[src/hdl/mbet_pkg.sv]
package mbet_pkg;

  localparam int COORD_W = 32;
  localparam int FRAC_W = COORD_W - 4;
  localparam int ITER_W = 19;
  localparam int PROD_W = 2 * COORD_W;
  // update sums: products shifted down by FRAC_W (FRAC_W-1 for x*y) plus c, with headroom
  localparam int UPD_W = COORD_W + 8;
  localparam int APB_DW = 32;
  localparam int APB_AW = 3;

  localparam logic [ITER_W-1:0] RESET_MAX_ITER = ITER_W'(500000);

  // register indexes
  localparam logic REG_MAX_ITER = 1'b0;

  typedef struct packed {
    logic signed [COORD_W-1:0] c_real;
    logic signed [COORD_W-1:0] c_imag;
  } in_item_t;

  typedef struct packed {
    logic [ITER_W-1:0] iteration_count;
    logic              escaped;
  } out_item_t;

  typedef struct packed {
    logic start;
    logic step;
    logic load_out;
  } ctrl_cmd_t;

  typedef struct packed {
    logic below_max;
    logic escape;
  } ctrl_status_t;

endpackage

[src/hdl/mbet_ctrl.sv]
module mbet_ctrl (
  input  logic                   clk,
  input  logic                   rst_n,
  input  logic                   in_valid,
  output logic                   in_stall,
  output logic                   out_valid,
  input  logic                   out_stall,
  input  mbet_pkg::ctrl_status_t status,
  output mbet_pkg::ctrl_cmd_t    cmd
);

  typedef enum logic [1:0] {
    S_IDLE,
    S_MUL,
    S_CHECK,
    S_DONE
  } state_t;

  state_t state_r, state_nxt;
  logic out_valid_r, out_valid_nxt;
  logic slot_free;

  assign in_stall = (state_r != S_IDLE);
  assign out_valid = out_valid_r;
  assign slot_free = !out_valid_r || !out_stall;

  always_comb begin
    state_nxt = state_r;
    cmd = '0;
    unique case (state_r)
      S_IDLE: begin
        if (in_valid) begin
          cmd.start = 1'b1;
          state_nxt = S_MUL;
        end
      end
      // products of the current z are registered at the end of this cycle
      S_MUL: begin
        if (status.below_max) begin
          state_nxt = S_CHECK;
        end else begin
          state_nxt = S_DONE;
        end
      end
      S_CHECK: begin
        if (status.escape) begin
          state_nxt = S_DONE;
        end else begin
          cmd.step = 1'b1;
          state_nxt = S_MUL;
        end
      end
      S_DONE: begin
        if (slot_free) begin
          cmd.load_out = 1'b1;
          state_nxt = S_IDLE;
        end
      end
      default: state_nxt = S_IDLE;
    endcase
    out_valid_nxt = cmd.load_out || (out_valid_r && out_stall);
  end

  always_ff @(posedge clk) begin
    if (!rst_n) begin
      state_r     <= S_IDLE;
      out_valid_r <= 1'b0;
    end else begin
      state_r     <= state_nxt;
      out_valid_r <= out_valid_nxt;
    end
  end

`ifndef SYNTHESIS
  a_start_to_mul: assert property (@(posedge clk) disable iff (!rst_n)
    (state_r == S_IDLE && in_valid) |=> (state_r == S_MUL))
    else $error("accepted request did not start iterating");

  a_no_overwrite: assert property (@(posedge clk) disable iff (!rst_n)
    cmd.load_out |-> (!out_valid_r || !out_stall))
    else $error("pending result overwritten");

  a_step_loops: assert property (@(posedge clk) disable iff (!rst_n)
    (state_r == S_CHECK && !status.escape) |=> (state_r == S_MUL))
    else $error("iteration did not return to multiply");

  a_valid_from_done: assert property (@(posedge clk) disable iff (!rst_n)
    $rose(out_valid_r) |-> $past(state_r == S_DONE))
    else $error("result shown without finishing");
`endif

endmodule

[config.mk]
export PLATFORM = sky130hd
export DESIGN_NAME = mbet_ctrl
export DESIGN_NICKNAME = d
export VERILOG_FILES = /design/src/hdl/mbet_pkg.sv /design/src/hdl/mbet_ctrl.sv
export SDC_FILE = /design/constraint.sdc
export NUM_CORES = 1
export LEC_CHECK = 0
export BUFFER_PORTS_ARGS = -buffer_cell sky130_fd_sc_hd__buf_4
export CAP_MARGIN = 40
export CORE_AREA = 2 2 39 41
export CTS_CLUSTER_SIZE = 40
export DETAILED_ROUTE_END_ITERATION = 10
export DIE_AREA = 0 0 41 43
export GPL_TIMING_DRIVEN = 1
export SYNTH_ARGS = -nofsm -noshare
export SYNTH_HDL_FRONTEND = slang
export SYNTH_SLANG_ARGS = --single-unit
[constraint.sdc]
create_clock -name clk -period 1 [get_ports clk]
set_input_delay 0.1 -clock clk [delete_from_list [all_inputs] [get_ports clk]]
set_output_delay 0.1 -clock clk [all_outputs]
set_load 0.005 [all_outputs]
==> summary.txt <==
Logic synthesis
  • Sequential area share after synthesis: 41.4%
  • Synth Net Count: 24
  • Mean Syn Cell Area: 8.06 um^2
  • Post-synthesis register bit count: 3
  • Post-Syn Area: 145 um^2
  • Synth top area cells: dfxtp_1, nor3b_1, nand2_1, a21oi_1, a41o_1
  • Yosys Warn Count: 0
  • Synth top area share: between 40% and 50%
  • Synth cell types: 11
  • Cell taking the most area after synthesis: dfxtp_1
  • Mapped Cells: 18

Critical path
  • R2r startpoint: state_r[0]
  • Worst endpoint required time: 900 ps
  • WP data arrival: 1010 ps
  • Crit Path Max Fanout: 4
  • Worst setup EP type: output pin
  • CP Launch Point: state_r[0]
  • Worst Path Class, Setup: flop to output pin
  • Nature of the critical path startpoint: flop

Clocking
  • Root Buffer: clkbuf_4
  • Hold_buf cts: 0
  • Worst-path clk slew: 40 ps
  • Clock Path Buffers: 2
  • Latest clock arrival within the worst-skew pair: 230 ps
  • TritonCTS Buffers: 3
  • CTS tree: done
  • Clock Sinks: 3
  • H-tree levels: 1

STA
  • Final-report max-slew violation count: 0
  • Setup Skew: 0.707 ps
  • RSZ-0062 raised after global routing: yes
  • Total negative slack: -348 ps
  • Final period util: 111%
  • Worst slew pin tran: 219 ps
  • Hold Worst Slack: 144 ps
  • Highest clock rate: approximately 0.9 GHz
  • Minimum clock period: 1110 ps
  • Final hold violations: 0
  • Setup WS post-layout: -108 ps
  • Number of endpoints failing setup at the final stage: 5
  • Rel. slew slack: 85.3%

Detailed routing
  • DRT iter0 DRCs: 1
  • Routed Antenna Nets: 0
  • DR pass1 iterations: 2
  • DRC: 0
  • Drt total wl: 437 um
  • Routed len/inst: 8.40 um
  • Via-per-instance ratio: 3.67
  • Via count: 191

Power and ir drop
  • PD cells: 1440 mW/mm^2
  • Lkg Pwr: between 0.15 and 0.2 nW
  • Design Power: between 0.4 and 0.5 mW
  • Max rail drop VDD: 0.248 mV

Cells and area
  • Commonest non-fill, non-tap cell in the layout: buf_4
  • # diodes: 0
  • Finished Cell Area: 330 um^2
  • Final #Nets: 43
  • Area grow syn2layout: 128%
  • Ratio of cells with drive above 1 in the final layout: 66.7%
  • Most frequent cells in the layout: buf_4, clkbuf_4, inv_1, nand2_1, buf_6
  • Finished Layout Cells: 52

Global route
  • Vias in the first global route: 193
  • All-Layer GR Usage: 6.02%
  • Antenna violations before repair: 0
  • First-pass GRT wire length: 614 um
  • Pin count of the biggest net entering global routing: 7
  • Grt total ovfl: 0

Placed design
  • Placed Cells: 44
  • DP Wirelength: 295 um
  • Port Buffers: 10
  • Gpl congestion: roughly 0.54
  • Area after DPL: 240 um^2

Floorplanning
  • Core footprint: 0.00138 mm^2
  • # rows: 14
  • I/O Pins: 11
  • Die Y: 43 um
  • Die X: 41 um
  • Initial core utilization: 10.5%
  • Die area: 0.00176 mm^2

Hold path
  • Hold path start: status[0]
  • Hold Path Class: input pin to flop

Outcome
  • Outcome: finished with violations
  • Failing checks: negative setup slack

Job
  • Max-cap violations: 0
[metal layers]
metal / part of all wire, % / global-route usage (%) / vias up / routed length, um
met2: 56 / 9.38 / 8 / 246
met3: 12 / 3.14 / 2 / 54
met5: 0 / 0 / - / 0
met1: 30 / 3.85 / 84 / 131
met4: 0.92 / 8.00 / 0 / 4
li1: - / - / 97 / -
[final timing paths]
| check | endpoint | slack, ps | cells past startpoint |
|---|---|---|---|
| setup / recovery | cmd[2] | -110 | 3 |
| setup reg to reg | state_r[0] | -30 | 4 |
| hold reg to reg | out_valid | 540 | 2 |
| hold / removal | state_r[1] | 140 | 2 |
[report_power, final]
part | switching [mW] | internal [mW] | total [mW] | leakage [nW]
Combinational | 0.0426 | 0.0797 | 0.122 | 0.116
Sequential | 0.0121 | 0.132 | 0.144 | 0.0256
Clock | 0.0598 | 0.149 | 0.209 | 0.0150
[worst max-delay path: stages, from the launching register on]
cell     delay, ps
dfxtp_4        350
or2_4          260
nor2_4          80
buf_6           90
[cell type report]
cell class | instances | area, um^2
Inverter | 2 | 7.51
Fill cell | 159 | 1050
Clock buffer | 4 | 26.3
Multi-Input combinational cell | 13 | 98.8
Sequential cell | 3 | 65.1
Timing Repair Buffer | 14 | 113
Tap cell | 16 | 20.0
[Yosys cell counts]
library cell  instances
a21boi_0              1
a211oi_1              1
nor2_1                1
inv_1                 2
a41o_1                1
dfxtp_1               3
nor3b_1               2
or2_2                 1
a21oi_1               2
nand2_1               3
nor2b_1               1
[logic make-up (layout without fill, tap and decap cells)]
group / count (synthesis) / in the layout / synth area share [%]
buffers and inverters: 2 / 20 / 5.17
AO/OA/AOI/OAI: 5 / 5 / 24.1
AND/OR/NAND/NOR: 8 / 8 / 29.3
flip-flops: 3 / 3 / 41.4
[stage by stage]
step	setup slack (ps)	utilization, %
2_1_floorplan	157	-
3_3_place_gp	64.5	17.4
3_5_place_dp	61.2	17.4
4_1_cts	-122	21.5
5_1_grt	-155	23.9
6_report	-108	23.9
[timing repair]
action | 4_1_cts | 5_1_grt
resized for setup | 4 | 7
setup buffers | 3 | 1
endpoints found under the setup margin | 4 | 5
pin swaps | 1 | 2
[registers in the layout (all words and copies together) (netlist names)]
name,cells
out_valid,1
state_r,2
Note: power is estimated with default switching activity, not from simulation.
